## src/rtl/core/rme_pkg.sv

```systemverilog
`timescale 1ns / 1ps
// ----------------------------------------------------------------------------
// rme_pkg
// Types, constants and helper functions shared by the rotation-matrix to
// Euler-angle pipeline.
// ----------------------------------------------------------------------------
package rme_pkg;

    localparam int XY_W      = 32;
    localparam int Z_W       = 34;
    localparam int REM_W     = 58;
    localparam int SQRT_BITS = 29;
    localparam int TABLE_LEN = 24;

    localparam logic [1:0] LOCK_NONE = 2'd0;
    localparam logic [1:0] LOCK_NEG  = 2'd1;
    localparam logic [1:0] LOCK_POS  = 2'd2;

    localparam logic signed [Z_W-1:0] PI_Q30      = 34'sd3373259427;
    localparam logic signed [15:0]    HALF_PI_Q13 = 16'sd12868;
    localparam logic signed [15:0]    ANGLE_MAX   = 16'sd25736;
    localparam logic signed [15:0]    ONE_Q14     = 16'sd16384;

    typedef struct packed {
        logic signed [XY_W-1:0] x;
        logic signed [XY_W-1:0] y;
        logic signed [Z_W-1:0]  z;
    } t_cordic;

    typedef struct packed {
        logic [1:0]       code;
        logic             zero_b;
        logic             zero_c;
        logic [REM_W-1:0] rem;
        t_cordic          a;
        t_cordic          b;
        t_cordic          c;
    } t_item;

    function automatic logic signed [Z_W-1:0] atan_q30(input logic [4:0] idx);
        logic signed [Z_W-1:0] v;
        case (idx)
            5'd0:    v = 34'sd843314857;
            5'd1:    v = 34'sd497837829;
            5'd2:    v = 34'sd263043837;
            5'd3:    v = 34'sd133525159;
            5'd4:    v = 34'sd67021687;
            5'd5:    v = 34'sd33543516;
            5'd6:    v = 34'sd16775851;
            5'd7:    v = 34'sd8388437;
            5'd8:    v = 34'sd4194283;
            5'd9:    v = 34'sd2097149;
            5'd10:   v = 34'sd1048576;
            5'd11:   v = 34'sd524288;
            5'd12:   v = 34'sd262144;
            5'd13:   v = 34'sd131072;
            5'd14:   v = 34'sd65536;
            5'd15:   v = 34'sd32768;
            5'd16:   v = 34'sd16384;
            5'd17:   v = 34'sd8192;
            5'd18:   v = 34'sd4096;
            5'd19:   v = 34'sd2048;
            5'd20:   v = 34'sd1024;
            5'd21:   v = 34'sd512;
            5'd22:   v = 34'sd256;
            5'd23:   v = 34'sd128;
            default: v = '0;
        endcase
        return v;
    endfunction

    // Q2.14 (17 bit) to CORDIC operand scaled by 2^14
    function automatic logic signed [XY_W-1:0] widen(input logic signed [16:0] v);
        return {v[16], v, 14'b0};
    endfunction

    // fold x < 0 into the right half-plane
    function automatic t_cordic prerot(input logic signed [XY_W-1:0] y,
                                       input logic signed [XY_W-1:0] x);
        t_cordic r;
        r.x = x;
        r.y = y;
        r.z = '0;
        if (x < 0) begin
            r.x = -x;
            r.y = -y;
            r.z = (y >= 0) ? PI_Q30 : -PI_Q30;
        end
        return r;
    endfunction

    function automatic logic signed [15:0] to_q13(input logic signed [Z_W-1:0] z);
        logic signed [Z_W:0] t;
        logic signed [15:0]  r;
        t = ($signed({z[Z_W-1], z}) + 35'sd65536) >>> 17;
        if (t > 35'(ANGLE_MAX)) begin
            r = ANGLE_MAX;
        end else if (t < -35'(ANGLE_MAX)) begin
            r = -ANGLE_MAX;
        end else begin
            r = t[15:0];
        end
        return r;
    endfunction

endpackage

```

## src/rtl/core/rme_cordic_cell.sv

```systemverilog
`timescale 1ns / 1ps
// ----------------------------------------------------------------------------
// rme_cordic_cell
// One vectoring CORDIC iteration, applied to all three angle channels.
// ----------------------------------------------------------------------------
module rme_cordic_cell #(
    parameter int STAGE = 0
) (
    input  logic           i_clk,
    input  logic           i_rst_n,
    input  logic           i_valid,
    output logic           o_ready,
    input  rme_pkg::t_item i_item,
    output logic           o_valid,
    input  logic           i_ready,
    output rme_pkg::t_item o_item
);

    rme_pkg::t_item n_item;
    rme_pkg::t_item r_item;
    logic           r_valid;

    function automatic rme_pkg::t_cordic rot(input rme_pkg::t_cordic v);
        rme_pkg::t_cordic      r;
        logic signed [rme_pkg::XY_W-1:0] xs;
        logic signed [rme_pkg::XY_W-1:0] ys;
        xs = v.x >>> STAGE;
        ys = v.y >>> STAGE;
        if (v.y > 0) begin
            r.x = v.x + ys;
            r.y = v.y - xs;
            r.z = v.z + rme_pkg::atan_q30(5'(STAGE));
        end else begin
            r.x = v.x - ys;
            r.y = v.y + xs;
            r.z = v.z - rme_pkg::atan_q30(5'(STAGE));
        end
        return r;
    endfunction

    always_comb begin
        n_item   = i_item;
        n_item.a = rot(i_item.a);
        n_item.b = rot(i_item.b);
        n_item.c = rot(i_item.c);
    end

    assign o_ready = !r_valid || i_ready;

    always_ff @(posedge i_clk) begin
        if (!i_rst_n) begin
            r_valid <= 1'b0;
        end else if (o_ready) begin
            r_valid <= i_valid;
        end
        if (o_ready && i_valid) begin
            r_item <= n_item;
        end
    end

    assign o_valid = r_valid;
    assign o_item  = r_item;

endmodule

```

## config.mk

```make
export PLATFORM = sky130hd
export DESIGN_NAME = rme_cordic_cell
export DESIGN_NICKNAME = d
export VERILOG_FILES = /design/src/rtl/core/rme_pkg.sv /design/src/rtl/core/rme_cordic_cell.sv
export SDC_FILE = /design/constraint.sdc
export NUM_CORES = 1
export LEC_CHECK = 0
export ABC_AREA = 1
export BUFFER_PORTS_ARGS = -buffer_cell sky130_fd_sc_hd__buf_4
export CAP_MARGIN = 40
export CELL_PAD_IN_SITES_DETAIL_PLACEMENT = 1
export CELL_PAD_IN_SITES_GLOBAL_PLACEMENT = 2
export CORE_MARGIN = 2
export CORE_UTILIZATION = 34
export CTS_BUF_LIST = sky130_fd_sc_hd__clkbuf_8
export CTS_CLUSTER_DIAMETER = 30
export CTS_CLUSTER_SIZE = 14
export DETAILED_ROUTE_END_ITERATION = 8
export PLACE_DENSITY = 0.95
export REMOVE_ABC_BUFFERS = 1
export SYNTH_ARGS = -nofsm -noshare
export SYNTH_HDL_FRONTEND = slang
export SYNTH_SLANG_ARGS = --single-unit
```

## constraint.sdc

```tcl
create_clock -name i_clk -period 62.9 [get_ports i_clk]
set_input_delay 9.435 -clock i_clk [delete_from_list [all_inputs] [get_ports i_clk]]
set_output_delay 9.435 -clock i_clk [all_outputs]
set_load 0.02 [all_outputs]
```

==> impl_metrics.ini <==
[status]
status = finished, final reports clean

[drt]
drt_iter0_markers = 2088
route.top_layer_used = met5
vias = 42200
avgViaCountPerCell = 4.99
met2WireLength_mm = 80.4
postRouteAntennaNets = 0
wire_per_inst_microns = 19.7
dr.pass1.iters = 6
wl_met1_mm = 71.7
wl_met3_mm = 8.85
routed_wl_mm = 167
drc = 0

[power_and_ir_drop]
pwr-share-comb_pct = 36.0
p_seq_share_pct = 27.4
p_total_w = 0.00112
internal-power_w = 0.000692
power_frac_clock_pct = 36.6
leakage_nw = 25.9
power_density_mw_per_mm2 = 23.1
switching_share_pct = 38.0
p_switching_w = 0.000425
ir_drop_v = 0.0000181

[synthesis]
ys_warn_count = 0
postSynthCellCount = 6151
avgSynthCellArea_sq_um = 6.36
ys_seq_area_share_pct = 27.2
synth-main-ff-cell = edfxtp_1
ys_types = 39
synth.cell_area_sq_mm = 0.0391
synth-seq-cells = 354
synth_edf_count = 353
synth-async-reset-ratio_pct = 0

[cts]
clock_path_buffers = 3
clkTransAtPathRegs_ps = 50
numCtsBuffers = 103
cts_resized = 0
clock_sinks = 354
cts_tree = yes
post-cts-setup-buffers = 0
hold_buffers = 0
cts_root_buf = clkbuf_8
clk_latency_ps = 820
htree_levels = 3

[critical_path]
end_kind = primary output
crit_path_start_kind = input pin
path_class = input pin to primary output
cp.arrival_ps = 9910
path_max_fanout = 2
cp_data_required_time_ps = 53470

[timing]
setup_tns_ps = 0
period_share_pct = 30.8
timing.final.crit_period_ps = 19340
rsz0062_at_grt = no
slew_violations = 0
setup_viol_count_final = 0
relSlewSlack_pct = 44.0
hold_viol_final = 0
skew_ps = 22.5
tightest_slew_ps = 840
fmax_ghz = 0.0517

[hold_path]
min_path_type = flip-flop to flip-flop

[final_layout]
seq_area_sq_mm = 0.0106
layout-drive-gt1-share_pct = 13.6
finalNetCount = 7610
areaGrowthSynthToFinish_pct = 23.8
multi_input_area_sq_mm = 0.0237
fillers = 15200
layout.cells.non_filler = 8464

[die]
die_width_microns = 343
start_util_pct = 34.2
io_pins = 718
rows = 124
die_y_microns = 343
die_area_sq_mm = 0.118
core_region_area_sq_mm = 0.114

[job]
cap_violations = 0

[grt]
grt_pass1_vias = 44000
globalRouteTotalUtil_pct = 27.5
grt_pass1_wl_mm = 251
grt_max_degree = 69
antenna_found_initial = 12
grt_remaining_overflow = 0

[placed_design]
port-buffer-count = 717
gp_congestion = 0.937
hpwl_mm = 141
dp_cells = 8269
[cells by family after synthesis]
| group | after synthesis | share of synthesized area, % |
|---|---|---|
| xor+xnor | 153 | 3.43 |
| compound gates | 651 | 8.93 |
| simple gates | 3376 | 35.2 |
| buf+inv | 1224 | 12.5 |
| mux | 6 | 0.154 |
| fa+ha+maj | 387 | 12.6 |
| flops | 354 | 27.2 |
[through the flow]
step	hold WS, ps	setup slack [ps]	instance area (sq um)	util (%)
floorplan	729	35330	38300	-
global placement	548	43570	45800	40.1
detailed placement	585	43550	45800	40.1
CTS	590	43550	48400	42.4
global route	617	43520	48400	42.4
finish	582	43560	48400	42.4
[sequential cells by signal, indices dropped and copies added (netlist names)]
name / flops
o_item: 353
o_valid: 1
[cell usage after synthesis, types with 9 or more instances]
master / n / share of area [%]
ha_1: 375 / 12
clkbuf_1: 13 / 0.12
nor2_1: 501 / 4.8
edfxtp_1: 353 / 27
nand3b_1: 20 / 0.38
o21bai_1: 33 / 0.63
nor2_2: 9 / 0.14
xnor2_1: 15 / 0.34
nand4_1: 80 / 1.3
a21oi_1: 359 / 4.6
o21a_1: 27 / 0.52
buf_2: 62 / 0.79
xor2_1: 138 / 3.1
o21ai_1: 16 / 0.20
o21ai_0: 186 / 2.4
nor3_1: 39 / 0.50
fa_1: 12 / 0.61
nand2_2: 10 / 0.16
buf_4: 46 / 0.88
nand2_1: 2185 / 21
nand3_1: 512 / 6.6
a21o_1: 10 / 0.19
inv_1: 1092 / 10
[area by class of cell]
cell class | count | area share, %
inverter | 1098 | 8.51
timing repair buffer | 733 | 11.4
sequential | 354 | 21.9
multi-input combinational | 4573 | 48.9
clock inverter | 89 | 2.39
clock buffer | 103 | 2.93
antenna | 2 | 0.0103
tap | 1512 | 3.91
[worst max-delay path: stages]
cell and delay [ps]:
buf_4 110, inv_1 120, nand2_1 80, buf_4 160
[final timing paths]
kind	start	to	slack [ps]	cells after the start
setup / recovery	i_ready	o_ready	43560	4
hold / removal	o_valid$_SDFFE_PN0N_	o_valid$_SDFFE_PN0N_	580	2
setup reg to reg	o_valid$_SDFFE_PN0N_	o_item[260]$_DFFE_PP_	58990	5
hold reg to reg	o_valid$_SDFFE_PN0N_	o_valid$_SDFFE_PN0N_	580	2
[cells in the final DEF, fill, tap and decap left out, types with 10 or more instances in the layout]
cell,instances
a21o_1,10
a21oi_1,358
buf_4,730
bufinv_16,26
clkbuf_8,103
clkinv_1,20
clkinv_2,15
edfxtp_1,353
fa_1,12
ha_1,375
inv_1,1099
nand2_1,2184
nand2_2,10
nand3_1,512
nand3b_1,20
nand4_1,80
nor2_1,499
nor3_1,39
o21a_1,27
o21ai_0,186
o21ai_1,15
o21bai_1,33
xnor2_1,15
xor2_1,138
[power by group through the flow]
stage | Clock, W | Combinational, W | Sequential (W)
finish | 0.000409 | 0.000401 | 0.000306
global route | 0.000427 | 0.000440 | 0.000308
CTS | 0.000418 | 0.000400 | 0.000307
detailed placement | 0 | 0.000397 | 0.000311
global placement | 0 | 0.000388 | 0.000309
floorplan | 0 | 0.000204 | 0.000350
[per-layer routing]
layer	vias to the layer above	GRT usage [%]
li1	20800	-
met1	20100	33.9
met2	1057	48.0
met3	256	4.55
met4	14	10.2
met5	-	0
(Power assumes the default switching activity.)
