==> config.mk <==
export PLATFORM = sky130hd
export DESIGN_NAME = rme_back
export DESIGN_NICKNAME = d
export VERILOG_FILES = /design/src/rtl/core/rme_pkg.sv /design/src/rtl/core/rme_back.sv
export SDC_FILE = /design/constraint.sdc
export NUM_CORES = 1
export LEC_CHECK = 0
export BUFFER_PORTS_ARGS = -buffer_cell sky130_fd_sc_hd__buf_2
export CAP_MARGIN = 5
export CORE_AREA = 10 10 150 152
export CTS_BUF_LIST = sky130_fd_sc_hd__clkbuf_16
export DETAILED_ROUTE_END_ITERATION = 10
export DIE_AREA = 0 0 160 162
export HOLD_SLACK_MARGIN = 0.1
export PLACE_DENSITY = 0.64
export SYNTH_ARGS = -nofsm -noshare
export SYNTH_HDL_FRONTEND = slang
export SYNTH_SLANG_ARGS = --single-unit
export TNS_END_PERCENT = 1
==> constraint.sdc <==
create_clock -name i_clk -period 5.5 [get_ports i_clk]
set_clock_uncertainty 0.05 [all_clocks]
set_input_delay 0.55 -clock i_clk [delete_from_list [all_inputs] [get_ports i_clk]]
set_output_delay 0.55 -clock i_clk [all_outputs]
set_load 0.02 [all_outputs]
==> src/rtl/core/rme_pkg.sv <==
`timescale 1ns / 1ps
// ----------------------------------------------------------------------------
// rme_pkg
// Types, constants and helper functions shared by the rotation-matrix to
// Euler-angle pipeline.
// ----------------------------------------------------------------------------
package rme_pkg;

    localparam int XY_W      = 32;
    localparam int Z_W       = 34;
    localparam int REM_W     = 58;
    localparam int SQRT_BITS = 29;
    localparam int TABLE_LEN = 24;

    localparam logic [1:0] LOCK_NONE = 2'd0;
    localparam logic [1:0] LOCK_NEG  = 2'd1;
    localparam logic [1:0] LOCK_POS  = 2'd2;

    localparam logic signed [Z_W-1:0] PI_Q30      = 34'sd3373259427;
    localparam logic signed [15:0]    HALF_PI_Q13 = 16'sd12868;
    localparam logic signed [15:0]    ANGLE_MAX   = 16'sd25736;
    localparam logic signed [15:0]    ONE_Q14     = 16'sd16384;

    typedef struct packed {
        logic signed [XY_W-1:0] x;
        logic signed [XY_W-1:0] y;
        logic signed [Z_W-1:0]  z;
    } t_cordic;

    typedef struct packed {
        logic [1:0]       code;
        logic             zero_b;
        logic             zero_c;
        logic [REM_W-1:0] rem;
        t_cordic          a;
        t_cordic          b;
        t_cordic          c;
    } t_item;

    function automatic logic signed [Z_W-1:0] atan_q30(input logic [4:0] idx);
        logic signed [Z_W-1:0] v;
        case (idx)
            5'd0:    v = 34'sd843314857;
            5'd1:    v = 34'sd497837829;
            5'd2:    v = 34'sd263043837;
            5'd3:    v = 34'sd133525159;
            5'd4:    v = 34'sd67021687;
            5'd5:    v = 34'sd33543516;
            5'd6:    v = 34'sd16775851;
            5'd7:    v = 34'sd8388437;
            5'd8:    v = 34'sd4194283;
            5'd9:    v = 34'sd2097149;
            5'd10:   v = 34'sd1048576;
            5'd11:   v = 34'sd524288;
            5'd12:   v = 34'sd262144;
            5'd13:   v = 34'sd131072;
            5'd14:   v = 34'sd65536;
            5'd15:   v = 34'sd32768;
            5'd16:   v = 34'sd16384;
            5'd17:   v = 34'sd8192;
            5'd18:   v = 34'sd4096;
            5'd19:   v = 34'sd2048;
            5'd20:   v = 34'sd1024;
            5'd21:   v = 34'sd512;
            5'd22:   v = 34'sd256;
            5'd23:   v = 34'sd128;
            default: v = '0;
        endcase
        return v;
    endfunction

    // Q2.14 (17 bit) to CORDIC operand scaled by 2^14
    function automatic logic signed [XY_W-1:0] widen(input logic signed [16:0] v);
        return {v[16], v, 14'b0};
    endfunction

    // fold x < 0 into the right half-plane
    function automatic t_cordic prerot(input logic signed [XY_W-1:0] y,
                                       input logic signed [XY_W-1:0] x);
        t_cordic r;
        r.x = x;
        r.y = y;
        r.z = '0;
        if (x < 0) begin
            r.x = -x;
            r.y = -y;
            r.z = (y >= 0) ? PI_Q30 : -PI_Q30;
        end
        return r;
    endfunction

    function automatic logic signed [15:0] to_q13(input logic signed [Z_W-1:0] z);
        logic signed [Z_W:0] t;
        logic signed [15:0]  r;
        t = ($signed({z[Z_W-1], z}) + 35'sd65536) >>> 17;
        if (t > 35'(ANGLE_MAX)) begin
            r = ANGLE_MAX;
        end else if (t < -35'(ANGLE_MAX)) begin
            r = -ANGLE_MAX;
        end else begin
            r = t[15:0];
        end
        return r;
    endfunction

endpackage

==> src/rtl/core/rme_back.sv <==
`timescale 1ns / 1ps
// ----------------------------------------------------------------------------
// rme_back
// Output cell: rounding to Q3.13, saturation and lock-case substitution.
// ----------------------------------------------------------------------------
module rme_back (
    input  logic           i_clk,
    input  logic           i_rst_n,
    input  logic           i_valid,
    output logic           o_ready,
    input  rme_pkg::t_item i_item,
    output logic           o_valid,
    input  logic           i_ready,
    output logic [47:0]    o_data,
    output logic [1:0]     o_code
);

    logic signed [15:0] ax, ay, az;
    logic [47:0]        r_data;
    logic [1:0]         r_code;
    logic               r_valid;

    always_comb begin
        az = i_item.zero_c ? 16'sd0 : rme_pkg::to_q13(i_item.c.z);
        case (i_item.code)
            rme_pkg::LOCK_NEG: begin
                ax = '0;
                ay = rme_pkg::HALF_PI_Q13;
            end
            rme_pkg::LOCK_POS: begin
                ax = '0;
                ay = -rme_pkg::HALF_PI_Q13;
            end
            default: begin
                ax = rme_pkg::to_q13(-i_item.a.z);
                ay = i_item.zero_b ? 16'sd0 : rme_pkg::to_q13(i_item.b.z);
            end
        endcase
    end

    assign o_ready = !r_valid || i_ready;

    always_ff @(posedge i_clk) begin
        if (!i_rst_n) begin
            r_valid <= 1'b0;
        end else if (o_ready) begin
            r_valid <= i_valid;
        end
        if (o_ready && i_valid) begin
            r_data <= {az, ay, ax};
            r_code <= i_item.code;
        end
    end

    assign o_valid = r_valid;
    assign o_data  = r_data;
    assign o_code  = r_code;

endmodule

==> flow_summary.yaml, run 1 <==
status:
  status: "complete, no violations"
synth:
  ys_seq_area_share_pct: 33.5
  synth_seq_cells: 51
  synth.most_common_cell: "edfxtp_1"
  yosysWarnings: 0
  synth.distinct_cells: 76
  yosys-top-cells-count: "edfxtp_1, nand2_1, nor2_1"
  synth.area.top_cells: "edfxtp_1, xnor2_1, nand2_1"
  syn_inst: 529
  synth_top_area_share_pct: 33.1
  yosysTopAreaCell: "edfxtp_1"
  syn_area_per_cell_um2: 8.57
  async_reset_ff_share_pct: 0
  syn_area_mm2: 0.00454
  synth_edf_count: 50
  synth_ff_type: "edfxtp_1"
  synth_nets: 894
setup_path:
  crit_type: "input port to flop"
  crit_fanout: 15
  critPathSlowestCell: "or4_1"
  cp-end-kind: "flop"
  cp_slowest_stage_delay_ns: 0.56
  start_kind: "input port"
  path_delay_family: "simple AND/OR/NAND/NOR gates"
  required_ns: 5.48
  arrival_ns: 4.43
  path_cells: "buf_2, or4_4, or4_1, nor2_1, xnor2_1, ha_1, clkinv_1, a211oi_1, nand4_1, nor4b_1, o21ai_0, a211oi_1, o211ai_2, buf_4, a2111oi_0"
  critPathBufInv: 3
  cp_common_cell: "a211oi_1"
grt:
  antenna_found_initial: 0
  top_usage_layer: "met2"
  grt.overflow.total: 0
  grt_pass1_wl_mm: 24.5
  grt_max_degree: 51
  grt_util_met1_pct: 14.6
  grt_util_met3_pct: 5.26
  grtUsageTotal_pct: 11.8
  use_met2_pct: 18.7
  grt_pass1_vias: 4345
timing:
  finalCritPeriodShare_pct: 80.9
  tightest_slew_ns: 0.885
  slew_viol_final: 0
  rsz0062_at_grt: "false"
  finalSetupViolCount: 0
  fmax_mhz: 225
  setup-tns-final_ns: 0
  setup_ws_ns: 1.05
  slew_headroom_pct: 40.4
  period_minus_slack_ns: 4.45
  hold_viol_final: 0
route:
  drc: 0
  dr.pass1.iters: 6
  vias_per_cell: 4.98
  first_iter_violations: 300
  wire_per_inst_um: 17.4
  vias: 4544
  wl_mm: 15.9
  antenna_left: 0
hold_path:
  hp-class: "input port to flop"
floorplanning:
  start_util_pct: 23.4
  die_x_um: 160
  coreArea_mm2: 0.0194
  die_area_mm2: 0.0259
  rows: 51
  io_pins: 412
  die_y_um: 162
clocking:
  cts_buffers: 5
  cts.sinks: 51
  post_cts_buffers: 0
  path_clk_slew_ns: 0.08
  worstSkewPairLatency_ns: 0.30
  clock-root-buffer: "clkbuf_16"
  clock_path_buffers: 2
  htree_levels: 2
  cts_resized: 0
  tritoncts: "done"
  cts_hold_buf: 0
power:
  p_per_area_mw_per_mm2: 197
  ir_drop_mv: 0.106
  p_leak_nw: 2.10
finish:
  syn_to_final_growth_pct: 23.5
  drive_above_1_share_pct: 25.8
  diodes: 0
  stdcell_count: 912
  nets: 1011
  fillers: 2128
placement:
  gp_congestion: 0.911
  dp_hpwl_mm: 12.7
  dp_cells: 904
  io_buffers: 129
  place_ws_ns: 0.770
job:
  cap_violations: 0
## layout by cell type, fill, tap and decap left out, types with 5 or more instances in the layout
| cell type | count |
|---|---|
| a2111oi_0 | 9 |
| a211oi_1 | 5 |
| a21boi_0 | 6 |
| a21oi_1 | 24 |
| a31oi_1 | 5 |
| and3_1 | 14 |
| buf_2 | 129 |
| buf_4 | 8 |
| clkbuf_16 | 5 |
| edfxtp_1 | 50 |
| ha_1 | 5 |
| inv_1 | 18 |
| nand2_1 | 44 |
| nand2b_1 | 7 |
| nand3_1 | 17 |
| nand4_1 | 11 |
| nor2_1 | 44 |
| nor2b_1 | 6 |
| nor3_1 | 33 |
| nor4_1 | 11 |
| o211a_1 | 5 |
| o211ai_1 | 7 |
| o21ai_0 | 31 |
| or3_1 | 8 |
| or4_1 | 7 |
| xnor2_1 | 31 |
| xor2_1 | 16 |
## per-layer routing
metal / vias to the layer above / wire [um]
li1: 2267 / -
met1: 2132 / 6940
met2: 135 / 7370
met3: 10 / 1460
met4: 0 / 119
met5: - / 0
## state kept, by name, summed over array words and instances (netlist names)
name / count
o_code: 2
o_data: 48
o_valid: 1
## power by group
| part | internal [mW] | switching, mW | leakage, nW |
|---|---|---|---|
| Combinational | 0.105 | 0.200 | 1.52 |
| Clock | 0.173 | 0.153 | 0.0748 |
| Sequential | 0.466 | 0.00887 | 0.506 |
## through the flow
step                      instance area (um2)  power (mW)  util [%]  hold WS (ns)
after global routing                     5600        1.17      28.9         0.409
after CTS                                5600        1.12      28.9         0.409
after floorplan                          4540       0.666         -         0.599
after detailed placement                 5450       0.788      28.1         0.468
after global placement                   5450       0.789      28.1         0.459
final                                    5600        1.11      28.9         0.420
## area by class of cell
| cell class | instances | area, um2 | area share [%] |
|---|---|---|---|
| clock buffer | 5 | 125 | 2.23 |
| clock inverter | 3 | 26.3 | 0.469 |
| inverter | 19 | 71.3 | 1.27 |
| multi-input combinational | 432 | 2820 | 50.4 |
| sequential | 51 | 1520 | 27.2 |
| tap | 265 | 332 | 5.92 |
| timing repair buffer | 137 | 706 | 12.6 |
## worst paths after layout
kind / start / end / slack (ns) / cells after the start
hold reg to reg: o_valid / o_valid / 0.48 / 2
setup reg to reg: o_valid / o_data[34] / 3.96 / 3
setup / recovery: i_item[207] / o_data[9] / 1.05 / 15
hold / removal: i_item[355] / o_code[1] / 0.42 / 1
## kinds of logic after synthesis
logic type	count (synthesis)	synth area share [%]
xor gates and xnor gates	47	9.08
muxes	7	1.63
DFF	51	33.5
AOI/OAI and AO/OA	144	22.9
buffers and inverters	46	4.28
and+or+nand+nor	229	27.2
adders and majority gates	5	1.38
Note: power is estimated with default switching activity, not from simulation.
==> run 2: changes to the inputs <==
Clock period 5.5 ns to 4.58 ns, I/O delays scaled along.
==> flow_summary.yaml, run 2 (synthesized netlist as in run 1, its figures left out) <==
timing:
  finalSetupViolCount: 0
  finalCritPeriodShare_pct: 92.1
  setup-tns-final_ns: 0
  period_minus_slack_ns: 4.22
  fmax_mhz: 237
  tightest_slew_ns: 0.784
  rsz0062_at_grt: "false"
  slew_viol_final: 0
  hold_viol_final: 0
  slew_headroom_pct: 47.3
route:
  drc: 0
  dr.pass1.iters: 6
  wl_mm: 16.1
  antenna_left: 0
  vias: 4570
  wire_per_inst_um: 17.3
  first_iter_violations: 289
  vias_per_cell: 4.92
setup_path:
  path_cells: "buf_2, or4_4, or4_1, nor2_1, xnor2_1, ha_1, clkinv_2, a211oi_2, nand2_1, or4_1, a21oi_2, o21ai_1, o211ai_2, buf_4, nor4_1, buf_4"
  path_delay_family: "simple AND/OR/NAND/NOR gates"
  required_ns: 4.59
  cp-end-kind: "flop"
  arrival_ns: 4.23
  crit_fanout: 10
  critPathSlowestCell: "or4_1"
  crit_type: "input port to flop"
  critPathBufInv: 4
  start_kind: "input port"
  cp_slowest_stage_delay_ns: 0.58
placement:
  placed_cell_area_mm2: 0.00559
  dp_hpwl_mm: 12.9
  io_buffers: 129
  gp_congestion: 0.935
  dp_cells: 921
floorplanning:
  die_area_mm2: 0.0259
  die_y_um: 162
  rows: 51
  coreArea_mm2: 0.0194
  io_pins: 412
  die_x_um: 160
  start_util_pct: 23.4
hold_path:
  hp-class: "input port to flop"
power:
  p_leak_nw: 2.19
  finalPower_mw: 1.35
  ir_drop_mv: 0.126
  p_per_area_mw_per_mm2: 235
finish:
  syn_to_final_growth_pct: 26.6
  final_cell_mix: "buf_2, edfxtp_1, nor2_1, nand2_1, nor3_1"
  stdcell_count: 929
  final_area_mm2: 0.00574
  final_common_cell: "buf_2"
  fillers: 2131
  diodes: 0
  largest_reg_flops: 48
  drive_above_1_share_pct: 28.0
  nets: 1028
clocking:
  cts_buffers: 5
  clock-root-buffer: "clkbuf_16"
  htree_levels: 2
  tritoncts: "done"
  clock_path_buffers: 2
  worstSkewPairLatency_ns: 0.31
  post_cts_buffers: 0
  cts.sinks: 51
  path_clk_slew_ns: 0.08
grt:
  antenna_found_initial: 0
  grt.overflow.total: 0
  grt_max_degree: 51
  grt_pass1_wl_mm: 25.1
  grt_pass1_vias: 4573
  grtUsageTotal_pct: 12.1
status:
  status: "complete, no violations"
job:
  cap_violations: 0
-- run 2: cell count changes in the layout (fill, tap and decap cells not counted), sizes merged --
cell  delta
buf     +17
-- run 2: worst paths after layout --
kind                             startpoint        end  slack [ns]  cells after the start
worst min register to register      o_valid    o_valid        0.48                      2
worst max register to register      o_valid  o_data[0]        3.04                      3
worst min-delay path            i_item[354]  o_code[0]        0.31                      1
worst max-delay path            i_item[207]  o_data[1]        0.36                     16
-- run 2: where the power goes --
group	internal [mW]	switching, mW
sequential	0.560	0.00955
clock	0.208	0.193
combinational	0.135	0.245
total	0.903	0.448
-- run 2: cell type report --
type	count	area, um2	share of cell area [%]
sequential	51	1520	26.5
clock inverter	3	26.3	0.458
multi-input combinational	432	2830	49.3
timing repair buffer	154	833	14.5
inverter	19	72.6	1.26
tap	265	332	5.77
clock buffer	5	125	2.18
-- run 2: stage by stage --
step	hold slack (ns)	worst slack, ns	utilization, %
floorplan	0.507	0.0186	-
global placement	0.463	0.0503	28.8
detailed placement	0.471	0.0235	28.8
finish	0.308	0.361	29.6
global route	0.302	0.0114	29.6
CTS	0.300	0.349	29.6
-- run 2: per-layer routing --
layer,share of wire [%],global-route usage (%),vias up
li1,-,-,2292
met2,45,19.1,152
met5,0,0,-
met4,1.9,3.34,0
met1,44,15.1,2105
met3,8.3,4.58,21
-- run 2: repair_timing --
item	4_1_cts	5_1_grt
setup endpoints to repair	0	5
hold buffers	0	0
endpoints found under the hold margin	0	0
gates resized for setup	0	4
